===== src/sv/pcc_pkg.sv =====
// Package for the palette color converter: shared types, constants and the microcode ROM.
// Used by the channel interfaces, the sequencer, the datapath and the top level.
// Has no dependencies of its own.
package pcc_pkg;

    // Opcodes of an input word.
    localparam logic OP_WRITE   = 1'b0;
    localparam logic OP_REFRESH = 1'b1;

    // Configuration register indexes.
    localparam int CFG_INDEX_W = 2;
    typedef logic [CFG_INDEX_W-1:0] cfg_index_t;
    localparam cfg_index_t CFG_FILTER_ENABLE = 2'd0;
    localparam cfg_index_t CFG_YUV_MODE      = 2'd1;

    // Longest run of results that one refresh may produce.
    localparam int RESULT_LIMIT = 64;

    // Fixed-point scaling of the correction matrix and of the YUV transform.
    localparam int FILT_SHIFT = 8;
    localparam int YUV_SHIFT  = 10;

    // Accumulator wide enough for 255 times the largest row sum of coefficients.
    localparam int ACC_W = 20;
    typedef logic signed [ACC_W-1:0] acc_t;
    typedef logic signed [10:0] coef_t;

    // Micro-operations of the datapath.
    typedef enum logic [2:0] {
        UOP_WAIT,
        UOP_READ,
        UOP_LOAD,
        UOP_MAC,
        UOP_FILT_END,
        UOP_YUV_END,
        UOP_EMIT
    } uop_t;

    // Channel that feeds the three multiply-accumulate lanes.
    typedef enum logic [1:0] {
        CH_R,
        CH_G,
        CH_B
    } chsel_t;

    // Jump conditions; a true condition loads the target step.
    typedef enum logic [2:0] {
        COND_NONE,
        COND_NO_START,
        COND_UNCHANGED,
        COND_NO_FILTER,
        COND_NO_YUV,
        COND_MORE
    } cond_t;

    typedef logic [3:0] step_t;

    // Step addresses of the microprogram.
    localparam step_t STEP_WAIT  = 4'd0;
    localparam step_t STEP_READ  = 4'd1;
    localparam step_t STEP_LOAD  = 4'd2;
    localparam step_t STEP_F0    = 4'd3;
    localparam step_t STEP_F1    = 4'd4;
    localparam step_t STEP_F2    = 4'd5;
    localparam step_t STEP_FEND  = 4'd6;
    localparam step_t STEP_Y0    = 4'd7;
    localparam step_t STEP_Y1    = 4'd8;
    localparam step_t STEP_Y2    = 4'd9;
    localparam step_t STEP_YEND  = 4'd10;
    localparam step_t STEP_EMIT  = 4'd11;
    localparam step_t STEP_LAST  = STEP_EMIT;

    // One control word of the microprogram.
    typedef struct packed {
        uop_t        uop;
        chsel_t      src;
        logic        clr;
        coef_t       coef_a;
        coef_t       coef_b;
        coef_t       coef_c;
        logic [7:0]  off_a;
        logic [7:0]  off_b;
        logic [7:0]  off_c;
        cond_t       cond;
        step_t       target;
    } ctrl_word_t;

    // Status the datapath reports to the sequencer.
    typedef struct packed {
        logic start;
        logic unchanged;
        logic more;
        logic out_busy;
        logic filter_en;
        logic yuv_en;
    } status_t;

    // Microcode ROM. Each lane a, b, c accumulates one output channel.
    function automatic ctrl_word_t ucode_rom(input step_t addr);
        ctrl_word_t w;
        w = '0;
        w.uop = UOP_WAIT;
        w.src = CH_R;
        w.cond = COND_NONE;
        w.target = STEP_WAIT;
        case (addr)
            STEP_WAIT:
            begin
                w.uop = UOP_WAIT;
                w.cond = COND_NO_START;
                w.target = STEP_WAIT;
            end
            STEP_READ:
            begin
                w.uop = UOP_READ;
            end
            STEP_LOAD:
            begin
                w.uop = UOP_LOAD;
                w.cond = COND_UNCHANGED;
                w.target = STEP_WAIT;
            end
            STEP_F0:
            begin
                w.uop = UOP_MAC;
                w.src = CH_R;
                w.clr = 1'b1;
                w.coef_a = 11'sd195;
                w.coef_b = 11'sd25;
                w.coef_c = 11'sd25;
                w.cond = COND_NO_FILTER;
                w.target = STEP_Y0;
            end
            STEP_F1:
            begin
                w.uop = UOP_MAC;
                w.src = CH_G;
                w.coef_a = 11'sd25;
                w.coef_b = 11'sd170;
                w.coef_c = 11'sd60;
            end
            STEP_F2:
            begin
                w.uop = UOP_MAC;
                w.src = CH_B;
                w.coef_a = 11'sd0;
                w.coef_b = 11'sd25;
                w.coef_c = 11'sd125;
            end
            STEP_FEND:
            begin
                w.uop = UOP_FILT_END;
                w.off_a = 8'd35;
                w.off_b = 8'd35;
                w.off_c = 8'd40;
            end
            STEP_Y0:
            begin
                w.uop = UOP_MAC;
                w.src = CH_R;
                w.clr = 1'b1;
                w.coef_a = 11'sd263;
                w.coef_b = 11'sd450;
                w.coef_c = -11'sd152;
                w.cond = COND_NO_YUV;
                w.target = STEP_EMIT;
            end
            STEP_Y1:
            begin
                w.uop = UOP_MAC;
                w.src = CH_G;
                w.coef_a = 11'sd516;
                w.coef_b = -11'sd377;
                w.coef_c = -11'sd298;
            end
            STEP_Y2:
            begin
                w.uop = UOP_MAC;
                w.src = CH_B;
                w.coef_a = 11'sd100;
                w.coef_b = -11'sd73;
                w.coef_c = 11'sd450;
            end
            STEP_YEND:
            begin
                w.uop = UOP_YUV_END;
                w.off_a = 8'd16;
                w.off_b = 8'd128;
                w.off_c = 8'd128;
            end
            STEP_EMIT:
            begin
                w.uop = UOP_EMIT;
                w.cond = COND_MORE;
                w.target = STEP_READ;
            end
            default:
            begin
                w.uop = UOP_WAIT;
                w.cond = COND_NONE;
            end
        endcase
        return w;
    endfunction

endpackage


===== src/sv/pcc_if.sv =====
// Channel interfaces of the palette color converter: command, result and configuration.
// Each carries valid, ready and its payload; depends on pcc_pkg.
interface pcc_cmd_if;
    import pcc_pkg::*;
    logic       valid;
    logic       ready;
    logic       opcode;
    logic [6:0] byte_index;
    logic [7:0] data_byte;

    modport source (output valid, output opcode, output byte_index, output data_byte,
                    input ready);
    modport sink (input valid, input opcode, input byte_index, input data_byte,
                  output ready);
endinterface

interface pcc_rsp_if;
    import pcc_pkg::*;
    logic       valid;
    logic       ready;
    logic [5:0] color_index;
    logic [7:0] chan_a;
    logic [7:0] chan_b;
    logic [7:0] chan_c;
    logic       last;

    modport source (output valid, output color_index, output chan_a, output chan_b,
                    output chan_c, output last, input ready);
    modport sink (input valid, input color_index, input chan_a, input chan_b,
                  input chan_c, input last, output ready);
endinterface

interface pcc_cfg_if;
    import pcc_pkg::*;
    logic       valid;
    logic       ready;
    cfg_index_t index;
    logic       data;

    modport source (output valid, output index, output data, input ready);
    modport sink (input valid, input index, input data, output ready);
endinterface


===== src/sv/pcc_ram.sv =====
// Generic single-port-write, single-port-read RAM with a registered read.
// No dependencies.
module pcc_ram #(
    parameter int WIDTH = 8,
    parameter int DEPTH = 64
) (
    input  logic                                   clk,
    input  logic                                   we,
    input  logic [((DEPTH > 1) ? $clog2(DEPTH) : 1)-1:0] waddr,
    input  logic [WIDTH-1:0]                       wdata,
    input  logic [((DEPTH > 1) ? $clog2(DEPTH) : 1)-1:0] raddr,
    output logic [WIDTH-1:0]                       rdata
);

    logic [WIDTH-1:0] mem [DEPTH];

    // Write port.
    always_ff @(posedge clk)
    begin
        if (we)
        begin
            mem[waddr] <= wdata;
        end
    end

    // Registered read port.
    always_ff @(posedge clk)
    begin
        rdata <= mem[raddr];
    end

endmodule


===== src/sv/pcc_seq.sv =====
// Microcode sequencer: step counter, control ROM lookup and conditional jumps.
// Depends on pcc_pkg for the control word, status struct and ROM contents.
module pcc_seq (
    input  logic                clk,
    input  logic                rst_n,
    input  pcc_pkg::status_t    st,
    output pcc_pkg::ctrl_word_t ctrl
);
    import pcc_pkg::*;

    step_t      step_reg;
    step_t      step_next;
    ctrl_word_t cw;
    logic       jump;
    logic       hold;

    // Control word of the current step.
    assign cw = ucode_rom(step_reg);
    assign ctrl = cw;

    // Jump condition selected by the control word.
    always_comb
    begin
        case (cw.cond)
            COND_NONE:      jump = 1'b0;
            COND_NO_START:  jump = !st.start;
            COND_UNCHANGED: jump = st.unchanged;
            COND_NO_FILTER: jump = !st.filter_en;
            COND_NO_YUV:    jump = !st.yuv_en;
            COND_MORE:      jump = st.more;
            default:        jump = 1'b0;
        endcase
    end

    // The emit step waits while the result register is still occupied.
    assign hold = (cw.uop == UOP_EMIT) && st.out_busy;

    // Next step: hold, jump, or fall through with wrap to the wait step.
    always_comb
    begin
        if (hold)
        begin
            step_next = step_reg;
        end
        else if (jump)
        begin
            step_next = cw.target;
        end
        else if (step_reg == STEP_LAST)
        begin
            step_next = STEP_WAIT;
        end
        else
        begin
            step_next = step_reg + 4'd1;
        end
    end

    // Step counter.
    always_ff @(posedge clk or negedge rst_n)
    begin
        if (!rst_n)
        begin
            step_reg <= STEP_WAIT;
        end
        else
        begin
            step_reg <= step_next;
        end
    end

    // The program never leaves the populated part of the ROM.
    a_step_range: assert property (@(posedge clk) disable iff (!rst_n)
        step_reg <= STEP_LAST)
        else $error("sequencer step outside the microprogram");

    // An unchanged palette byte ends the item without a result.
    a_unchanged_ends: assert property (@(posedge clk) disable iff (!rst_n)
        (cw.uop == UOP_LOAD) && st.unchanged |=> (step_reg == STEP_WAIT))
        else $error("unchanged write did not return to the wait step");

endmodule


===== src/sv/pcc_datapath.sv =====
// Datapath of the palette color converter: palette RAMs, channel registers,
// three multiply-accumulate lanes, configuration registers and the result register.
// Depends on pcc_pkg, pcc_if and pcc_ram.
module pcc_datapath #(
    parameter int PALETTE_COLORS = 64
) (
    input  logic                clk,
    input  logic                rst_n,
    input  pcc_pkg::ctrl_word_t ctrl,
    output pcc_pkg::status_t    st,
    pcc_cmd_if.sink             cmd,
    pcc_rsp_if.source           rsp,
    pcc_cfg_if.sink             cfg
);
    import pcc_pkg::*;

    localparam int AW = (PALETTE_COLORS > 1) ? $clog2(PALETTE_COLORS) : 1;
    localparam int REFRESH_COUNT =
        (PALETTE_COLORS < RESULT_LIMIT) ? PALETTE_COLORS : RESULT_LIMIT;
    localparam logic [AW-1:0] LAST_N = AW'(REFRESH_COUNT - 1);
    localparam logic [9:0] BYTE_LIMIT = 10'(2 * PALETTE_COLORS);

    // Widen a 5-bit channel to 8 bits by repeating its top bits.
    function automatic logic [7:0] expand5(input logic [4:0] x);
        return {x, x[4:2]};
    endfunction

    // Clamp a signed value to 0..255.
    function automatic logic [7:0] clamp8(input acc_t v);
        logic [7:0] r;
        if (v < 0)
        begin
            r = 8'd0;
        end
        else if (v > acc_t'(255))
        begin
            r = 8'd255;
        end
        else
        begin
            r = v[7:0];
        end
        return r;
    endfunction

    // Configuration registers.
    logic filter_en_reg;
    logic yuv_en_reg;

    // Latched command word and refresh counter.
    logic          opcode_reg;
    logic [AW-1:0] row_reg;
    logic          hi_sel_reg;
    logic [7:0]    data_reg;
    logic [AW-1:0] n_reg;

    // Row valid bits stand in for clearing the palette at reset.
    logic [PALETTE_COLORS-1:0] valid_reg;
    logic                      rd_valid_reg;

    // Palette RAM ports.
    logic [AW-1:0] rd_addr;
    logic [7:0]    lo_rdata;
    logic [7:0]    hi_rdata;
    logic          ram_we;

    // Channel, accumulator and result registers.
    logic [7:0] rgb_reg [3];
    logic [7:0] yuv_reg [3];
    acc_t       acc_reg [3];
    logic [5:0] cidx_reg;

    logic       out_valid_reg;
    logic [5:0] out_cidx_reg;
    logic [7:0] out_chan_reg [3];
    logic       out_last_reg;

    logic        cmd_acc;
    logic        start_ok;
    logic [9:0]  row_wide;
    logic [7:0]  old_lo;
    logic [7:0]  old_hi;
    logic [7:0]  new_lo;
    logic [7:0]  new_hi;
    logic [14:0] color;
    logic        unchanged;
    logic        out_busy;
    logic        emit_fire;
    logic        more;
    logic [7:0]  mac_x;
    logic signed [8:0] mac_x_s;
    coef_t       lane_coef [3];
    logic [7:0]  lane_off [3];
    acc_t        prod [3];
    acc_t        fsum [3];
    acc_t        ysum [3];

    // Configuration port: always ready, writes beyond the list are dropped.
    assign cfg.ready = 1'b1;

    always_ff @(posedge clk or negedge rst_n)
    begin
        if (!rst_n)
        begin
            filter_en_reg <= 1'b0;
            yuv_en_reg <= 1'b0;
        end
        else if (cfg.valid)
        begin
            if (cfg.index == CFG_FILTER_ENABLE)
            begin
                filter_en_reg <= cfg.data;
            end
            if (cfg.index == CFG_YUV_MODE)
            begin
                yuv_en_reg <= cfg.data;
            end
        end
    end

    // Command acceptance; a write beyond the palette starts nothing.
    assign cmd.ready = (ctrl.uop == UOP_WAIT);
    assign cmd_acc = cmd.valid && cmd.ready;
    assign start_ok = cmd_acc &&
        ((cmd.opcode == OP_REFRESH) || ({3'b000, cmd.byte_index} < BYTE_LIMIT));
    assign row_wide = {4'b0000, cmd.byte_index[6:1]};

    always_ff @(posedge clk)
    begin
        if (cmd_acc)
        begin
            opcode_reg <= cmd.opcode;
            row_reg <= row_wide[AW-1:0];
            hi_sel_reg <= cmd.byte_index[0];
            data_reg <= cmd.data_byte;
        end
    end

    // Refresh counter: cleared on acceptance, stepped after each emitted color of a refresh but the last.
    always_ff @(posedge clk or negedge rst_n)
    begin
        if (!rst_n)
        begin
            n_reg <= '0;
        end
        else if (cmd_acc)
        begin
            n_reg <= '0;
        end
        else if (emit_fire && more)
        begin
            n_reg <= n_reg + AW'(1);
        end
    end

    assign more = (opcode_reg == OP_REFRESH) && (n_reg != LAST_N);

    // Palette storage: low and high bytes of each color in two RAMs.
    assign rd_addr = (opcode_reg == OP_REFRESH) ? n_reg : row_reg;

    pcc_ram #(
        .WIDTH (8),
        .DEPTH (PALETTE_COLORS)
    ) u_lo_ram (
        .clk   (clk),
        .we    (ram_we),
        .waddr (row_reg),
        .wdata (new_lo),
        .raddr (rd_addr),
        .rdata (lo_rdata)
    );

    pcc_ram #(
        .WIDTH (8),
        .DEPTH (PALETTE_COLORS)
    ) u_hi_ram (
        .clk   (clk),
        .we    (ram_we),
        .waddr (row_reg),
        .wdata (new_hi),
        .raddr (rd_addr),
        .rdata (hi_rdata)
    );

    // A row never written reads as zero.
    always_ff @(posedge clk)
    begin
        rd_valid_reg <= valid_reg[rd_addr];
    end

    assign old_lo = rd_valid_reg ? lo_rdata : 8'd0;
    assign old_hi = rd_valid_reg ? hi_rdata : 8'd0;

    // Merge the written byte into the stored color.
    always_comb
    begin
        new_lo = old_lo;
        new_hi = old_hi;
        if (opcode_reg == OP_WRITE)
        begin
            if (hi_sel_reg)
            begin
                new_hi = data_reg;
            end
            else
            begin
                new_lo = data_reg;
            end
        end
    end

    assign unchanged = (opcode_reg == OP_WRITE) &&
        ((hi_sel_reg ? old_hi : old_lo) == data_reg);
    assign ram_we = (ctrl.uop == UOP_LOAD) && (opcode_reg == OP_WRITE) && !unchanged;
    assign color = {new_hi[6:0], new_lo};

    always_ff @(posedge clk or negedge rst_n)
    begin
        if (!rst_n)
        begin
            valid_reg <= '0;
        end
        else if (ram_we)
        begin
            valid_reg[row_reg] <= 1'b1;
        end
    end

    // Multiply-accumulate lanes share one channel operand per step.
    always_comb
    begin
        case (ctrl.src)
            CH_R:    mac_x = rgb_reg[0];
            CH_G:    mac_x = rgb_reg[1];
            CH_B:    mac_x = rgb_reg[2];
            default: mac_x = 8'd0;
        endcase
    end

    assign mac_x_s = $signed({1'b0, mac_x});
    assign lane_coef[0] = ctrl.coef_a;
    assign lane_coef[1] = ctrl.coef_b;
    assign lane_coef[2] = ctrl.coef_c;
    assign lane_off[0] = ctrl.off_a;
    assign lane_off[1] = ctrl.off_b;
    assign lane_off[2] = ctrl.off_c;

    always_comb
    begin
        for (int i = 0; i < 3; i++)
        begin
            prod[i] = acc_t'(mac_x_s) * acc_t'($signed(lane_coef[i]));
            fsum[i] = (acc_reg[i] >>> FILT_SHIFT) + acc_t'(lane_off[i]);
            ysum[i] = (acc_reg[i] >>> YUV_SHIFT) + acc_t'(lane_off[i]);
        end
    end

    // Accumulators, channel registers and YUV registers.
    always_ff @(posedge clk)
    begin
        case (ctrl.uop)
            UOP_LOAD:
            begin
                rgb_reg[0] <= expand5(color[4:0]);
                rgb_reg[1] <= expand5(color[9:5]);
                rgb_reg[2] <= expand5(color[14:10]);
                cidx_reg <= 6'(rd_addr);
            end
            UOP_MAC:
            begin
                for (int i = 0; i < 3; i++)
                begin
                    acc_reg[i] <= ctrl.clr ? prod[i] : acc_reg[i] + prod[i];
                end
            end
            UOP_FILT_END:
            begin
                for (int i = 0; i < 3; i++)
                begin
                    rgb_reg[i] <= fsum[i][7:0];
                end
            end
            UOP_YUV_END:
            begin
                for (int i = 0; i < 3; i++)
                begin
                    yuv_reg[i] <= clamp8(ysum[i]);
                end
            end
            default:
            begin
            end
        endcase
    end

    // Result register decouples the sequencer from the result consumer.
    assign out_busy = out_valid_reg && !rsp.ready;
    assign emit_fire = (ctrl.uop == UOP_EMIT) && !out_busy;

    always_ff @(posedge clk or negedge rst_n)
    begin
        if (!rst_n)
        begin
            out_valid_reg <= 1'b0;
        end
        else if (emit_fire)
        begin
            out_valid_reg <= 1'b1;
        end
        else if (rsp.ready)
        begin
            out_valid_reg <= 1'b0;
        end
    end

    always_ff @(posedge clk)
    begin
        if (emit_fire)
        begin
            out_cidx_reg <= cidx_reg;
            for (int i = 0; i < 3; i++)
            begin
                out_chan_reg[i] <= yuv_en_reg ? yuv_reg[i] : rgb_reg[i];
            end
            out_last_reg <= (opcode_reg == OP_WRITE) || (n_reg == LAST_N);
        end
    end

    assign rsp.valid = out_valid_reg;
    assign rsp.color_index = out_cidx_reg;
    assign rsp.chan_a = out_chan_reg[0];
    assign rsp.chan_b = out_chan_reg[1];
    assign rsp.chan_c = out_chan_reg[2];
    assign rsp.last = out_last_reg;

    // Status toward the sequencer.
    assign st.start = start_ok;
    assign st.unchanged = unchanged;
    assign st.more = more;
    assign st.out_busy = out_busy;
    assign st.filter_en = filter_en_reg;
    assign st.yuv_en = yuv_en_reg;

    // The refresh counter never passes the last color of a run.
    a_refresh_bound: assert property (@(posedge clk) disable iff (!rst_n)
        n_reg <= LAST_N)
        else $error("refresh counter beyond the last color");

    // A palette write marks its row as holding data.
    a_row_valid: assert property (@(posedge clk) disable iff (!rst_n)
        ram_we |=> valid_reg[$past(row_reg)])
        else $error("written palette row not marked valid");

    // A write produces a single result, so it is always marked last.
    a_write_last: assert property (@(posedge clk) disable iff (!rst_n)
        emit_fire && (opcode_reg == OP_WRITE) |=> (out_valid_reg && out_last_reg))
        else $error("write result not marked last");

endmodule


===== src/sv/palette_color_convert_top.sv =====
// Top level of the palette color converter: sequencer plus datapath.
// An in-range write that changes a byte gives its word after the steps of the microprogram:
// read, load, optional color correction, optional YUV transform, emit.
// A write beyond the palette leaves the sequencer in the wait step, an unchanged byte ends after the load step;
// a refresh emits min(PALETTE_COLORS, 64) words. A new command is taken only in the wait step.
// Reset clears the configuration and the palette (row valid bits, no clearing pass).
module palette_color_convert_top #(
    parameter int PALETTE_COLORS = 64
) (
    input  logic       clk,
    input  logic       rst_n,
    pcc_cmd_if.sink    cmd,
    pcc_rsp_if.source  rsp,
    pcc_cfg_if.sink    cfg
);
    import pcc_pkg::*;

    ctrl_word_t ctrl;
    status_t    st;

    // Microcode sequencer.
    pcc_seq u_seq (
        .clk   (clk),
        .rst_n (rst_n),
        .st    (st),
        .ctrl  (ctrl)
    );

    // Palette storage and arithmetic.
    pcc_datapath #(
        .PALETTE_COLORS (PALETTE_COLORS)
    ) u_datapath (
        .clk   (clk),
        .rst_n (rst_n),
        .ctrl  (ctrl),
        .st    (st),
        .cmd   (cmd),
        .rsp   (rsp),
        .cfg   (cfg)
    );

endmodule

===== src/flat_wrapper.sv =====
// flat-port wrapper written by rule: the top's interface ports become plain ports
module palette_color_convert_top_flat import pcc_pkg::*;
#(
    parameter int PALETTE_COLORS = 64
)
  (clk, rst_n, cmd_valid, cmd_opcode, cmd_byte_index, cmd_data_byte, cmd_ready, rsp_valid, rsp_color_index, rsp_chan_a, rsp_chan_b, rsp_chan_c, rsp_last, rsp_ready, cfg_valid, cfg_index, cfg_data, cfg_ready);
  pcc_cmd_if cmd_i ();
  pcc_rsp_if rsp_i ();
  pcc_cfg_if cfg_i ();
  input  logic clk;
  input  logic rst_n;
  input wire logic [$bits(cmd_i.valid)-1:0] cmd_valid;
  input wire logic [$bits(cmd_i.opcode)-1:0] cmd_opcode;
  input wire logic [$bits(cmd_i.byte_index)-1:0] cmd_byte_index;
  input wire logic [$bits(cmd_i.data_byte)-1:0] cmd_data_byte;
  output wire logic [$bits(cmd_i.ready)-1:0] cmd_ready;
  output wire logic [$bits(rsp_i.valid)-1:0] rsp_valid;
  output wire logic [$bits(rsp_i.color_index)-1:0] rsp_color_index;
  output wire logic [$bits(rsp_i.chan_a)-1:0] rsp_chan_a;
  output wire logic [$bits(rsp_i.chan_b)-1:0] rsp_chan_b;
  output wire logic [$bits(rsp_i.chan_c)-1:0] rsp_chan_c;
  output wire logic [$bits(rsp_i.last)-1:0] rsp_last;
  input wire logic [$bits(rsp_i.ready)-1:0] rsp_ready;
  input wire logic [$bits(cfg_i.valid)-1:0] cfg_valid;
  input wire logic [$bits(cfg_i.index)-1:0] cfg_index;
  input wire logic [$bits(cfg_i.data)-1:0] cfg_data;
  output wire logic [$bits(cfg_i.ready)-1:0] cfg_ready;
  assign cmd_i.valid = cmd_valid;
  assign cmd_i.opcode = cmd_opcode;
  assign cmd_i.byte_index = cmd_byte_index;
  assign cmd_i.data_byte = cmd_data_byte;
  assign cmd_ready = cmd_i.ready;
  assign rsp_valid = rsp_i.valid;
  assign rsp_color_index = rsp_i.color_index;
  assign rsp_chan_a = rsp_i.chan_a;
  assign rsp_chan_b = rsp_i.chan_b;
  assign rsp_chan_c = rsp_i.chan_c;
  assign rsp_last = rsp_i.last;
  assign rsp_i.ready = rsp_ready;
  assign cfg_i.valid = cfg_valid;
  assign cfg_i.index = cfg_index;
  assign cfg_i.data = cfg_data;
  assign cfg_ready = cfg_i.ready;
  palette_color_convert_top #(.PALETTE_COLORS(PALETTE_COLORS)) u_core (.clk(clk), .rst_n(rst_n), .cmd(cmd_i), .rsp(rsp_i), .cfg(cfg_i));
endmodule

===== config.mk =====
export PLATFORM = sky130hd
export DESIGN_NAME = palette_color_convert_top_flat
export DESIGN_NICKNAME = d
export VERILOG_FILES = /design/src/sv/pcc_pkg.sv /design/src/sv/pcc_if.sv /design/src/sv/pcc_ram.sv /design/src/sv/pcc_seq.sv /design/src/sv/pcc_datapath.sv /design/src/sv/palette_color_convert_top.sv /design/src/flat_wrapper.sv
export SDC_FILE = /design/constraint.sdc
export NUM_CORES = 2
export LEC_CHECK = 0
export ABC_CLOCK_PERIOD_IN_PS = 11400
export BUFFER_PORTS_ARGS = -buffer_cell sky130_fd_sc_hd__clkbuf_2
export CORE_MARGIN = 3
export CORE_UTILIZATION = 50
export CTS_BUF_LIST = sky130_fd_sc_hd__clkbuf_16
export DETAILED_ROUTE_END_ITERATION = 7
export GPL_TIMING_DRIVEN = 0
export HOLD_SLACK_MARGIN = 0.08
export PLACE_DENSITY_LB_ADDON = 0.1
export SLEW_MARGIN = 25
export SYNTH_ARGS = -nofsm -noshare
export SYNTH_HDL_FRONTEND = slang
export SYNTH_SLANG_ARGS = --single-unit

===== constraint.sdc =====
create_clock -name clk -period 11.4 [get_ports clk]
set_input_delay 1.71 -clock clk [delete_from_list [all_inputs] [get_ports clk]]
set_output_delay 1.71 -clock clk [all_outputs]
set_load 0.005 [all_outputs]

==> run metrics <==
grt met2 use=46.9%; DRC=0; Post-synth ARST share=6.02%; initial antenna violation count=14; Initial DRT Pass Iterations=6; initial core utilization=50.6%; Vias/cell=5.92; first-pass GRT wire length=293000 um; clock period minus worst slack=9.91 ns; RSZ-0062 raised after global routing=no; Syn Inst Count=5618; Rows=130; routability cong.=1.03; CP arrival=10.40 ns; synthesized flop and latch total=1279; Slew Limit Fails=0; chip width=363 um; 1st-iter DRT viols=5144; post-cts gate resize count=0; gr ovfl total=0; GRT Total Usage=30.4%; Synth area leader=edfxtp_1; P_leak=28.5 nW; Post-CTS Setup Bufs=0; most frequent cells in the layout=1277 x nand2_1, 1185 x edfxtp_1, 563 x nand3_1, 370 x inv_1, 264 x clkbuf_1; GR Layer Usage met1=42.1%; hold_ws=0.418 ns; Die Ht=363 um; Worst-Margin Slew=1.26 ns; nature of the critical path endpoint=flip-flop; Worst Skew=0.0358 ns; DP HPWL=148000 um; area grow syn2layout=14.5%; Fillers=10472; clock latency on the worst-skew pair=0.77 ns; Fin. Hold Viols=0; Netlist cell types=76; CP required=11.90 ns; max_cap viols=0; WHS Path Cells=0; Port Buffers=56; R2R depth=32; crit-path max cell delay=0.74 ns; syn nets=6047; post-route ant nets=0; Total Wirelength=199000 um; vias in the first global route=44438; status=complete, no violations; share of cells above drive strength 1=9.11%; Worst VDD drop=0.337 mV; largest net degree at the start of global routing=41; Post-synth EDFFs=1185; commonest non-fill, non-tap cell in the layout=nand2_1; Max clock buf depth=3; Setup crit start kind=flip-flop; layout net count=6360; Synth Flop Type=edfxtp_1; Final setup viols=0; Ports=58; H-tree depth=4; Synth area leaders=edfxtp_1 56%, nand2_1 7.5%, fa_1 5.9%, nand3_1 4.4%, ha_1 4.3%; critical path fanouts, max=10; Hold Buf Count CTS=0; Syn. warnings=0; met3 Use GR=5.80%; Num Clock Sinks=1279; Die Area=132000 um2; cell mode on critical path=inv_1; clock transition at the registers of the reported paths=0.06 ns; register area share after synthesis=59.4%; clk root buf=clkbuf_16; final core utilization=57.9%; drt wl/cell=25.9 um; normalized max-slew margin=15.2%; top-area cell type share of the netlist area=55.8%; Num CTS Buffers=141; Tightest Hold Check Type=flip-flop to flip-flop; CTS tree=built; critical path's slowest cell=fa_1; Syn Std Cell Area=63800 um2; busiest grt layer=met2; Avg Inst Size Synth=11.4 um2; PwrDens=336 nW/um2; core area=126000 um2; via count=45556; Worst Setup Path Type=flip-flop to flip-flop; Highest Clock Rate=101 MHz; fin crit share=86.9%
logic make-up after synthesis:
family	synth area share (%)
flops	59.4
compound gates	7.25
other cells	0.00588
mux	0.905
fa+ha+maj	10.1
simple gates	16.5
buf+inv	3.90
xor+xnor	1.91
synthesized netlist by cell type, drive strengths merged (7+ instances only):
library cell	instances
edfxtp	1185
nor2b	20
nand3	563
or2	71
a21o	43
xnor2	80
dfxtp	17
or3	13
nor2	272
o21ai	106
inv	333
fa	187
nand2	1277
and2	14
nand3b	8
and3	79
o21bai	12
o21a	23
a311oi	189
nor3	47
xor2	59
buf	37
o211ai	7
dfrtp	77
a31oi	32
nand2b	19
mux2	42
a22oi	8
a21oi	193
mux2i	10
a211oi	11
ha	218
clkbuf	275
final timing paths:
kind,startpoint,to,slack (ns)
min in group asynchronous,rst_n,u_core.u_datapath.valid_reg[48]$_DFFE_PN0P_,0.89
hold / removal,u_core.u_datapath.cidx_reg[0]$_DFFE_PN_,u_core.u_datapath.rsp.color_index[0]$_DFFE_PP_,0.42
max in group asynchronous,rst_n,u_core.u_seq.step_reg[2]$_DFFE_PN0N_,9.84
setup / recovery,u_core.u_seq.step_reg[1]$_DFFE_PN0N_,u_core.u_datapath.acc_reg[0][39]$_DFFE_PN_,1.49
hold reg to reg,u_core.u_datapath.cidx_reg[0]$_DFFE_PN_,u_core.u_datapath.rsp.color_index[0]$_DFFE_PP_,0.42
setup reg to reg,u_core.u_seq.step_reg[1]$_DFFE_PN0N_,u_core.u_datapath.acc_reg[0][39]$_DFFE_PN_,1.49
layer usage:
layer | share of wire [%] | up-vias
met1 | 41 | 22586
met5 | 0.037 | -
met4 | 4.9 | 6
li1 | - | 20512
met2 | 45 | 2037
met3 | 8.8 | 415
area by class of cell:
type	count	area, um2	area share (%)
Sequential cell	1279	37900	51.8
Timing Repair Buffer	170	2400	3.29
Inverter	336	1260	1.73
Buffer	312	1240	1.70
Clock inverter	115	702	0.961
Multi-Input combinational cell	3691	23900	32.7
Clock buffer	144	3600	4.93
Antenna cell	4	10.0	0.0137
Tap cell	1650	2060	2.83
power by group:
group          leakage, nW  internal, mW  switching, mW  total, mW
clock                 2.24          2.37           1.91       4.28
combinational         14.2          4.94           8.64       13.6
sequential            12.0          6.42          0.268       6.69
worst max-delay path: cells and delay by family, from the launching register on:
| kind | cells | cell delay [ns] |
|---|---|---|
| adders and majority gates | 7 | 3.02 |
| and+or+nand+nor | 6 | 2.01 |
| buffers and inverters | 9 | 1.85 |
| AOI/OAI and AO/OA | 7 | 1.72 |
| xor gates and xnor gates | 2 | 0.47 |
| DFF | 1 | 0.42 |
| muxes | 1 | 0.17 |
stage by stage:
stage | setup TNS [ns] | setup WS [ns] | area, um2 | instances | power (mW)
after floorplan | 0 | 3.53 | 63800 | 5618 | 15.5
after global placement | -8.15 | -0.142 | 66100 | 7324 | 19.5
after detailed placement | 0 | 1.81 | 68700 | 7437 | 20.0
after CTS | 0 | 1.80 | 73000 | 7696 | 24.4
after global routing | 0 | 1.01 | 73000 | 7697 | 26.1
final | 0 | 1.49 | 73000 | 7701 | 24.5
Power figures use the tool's default switching activity.
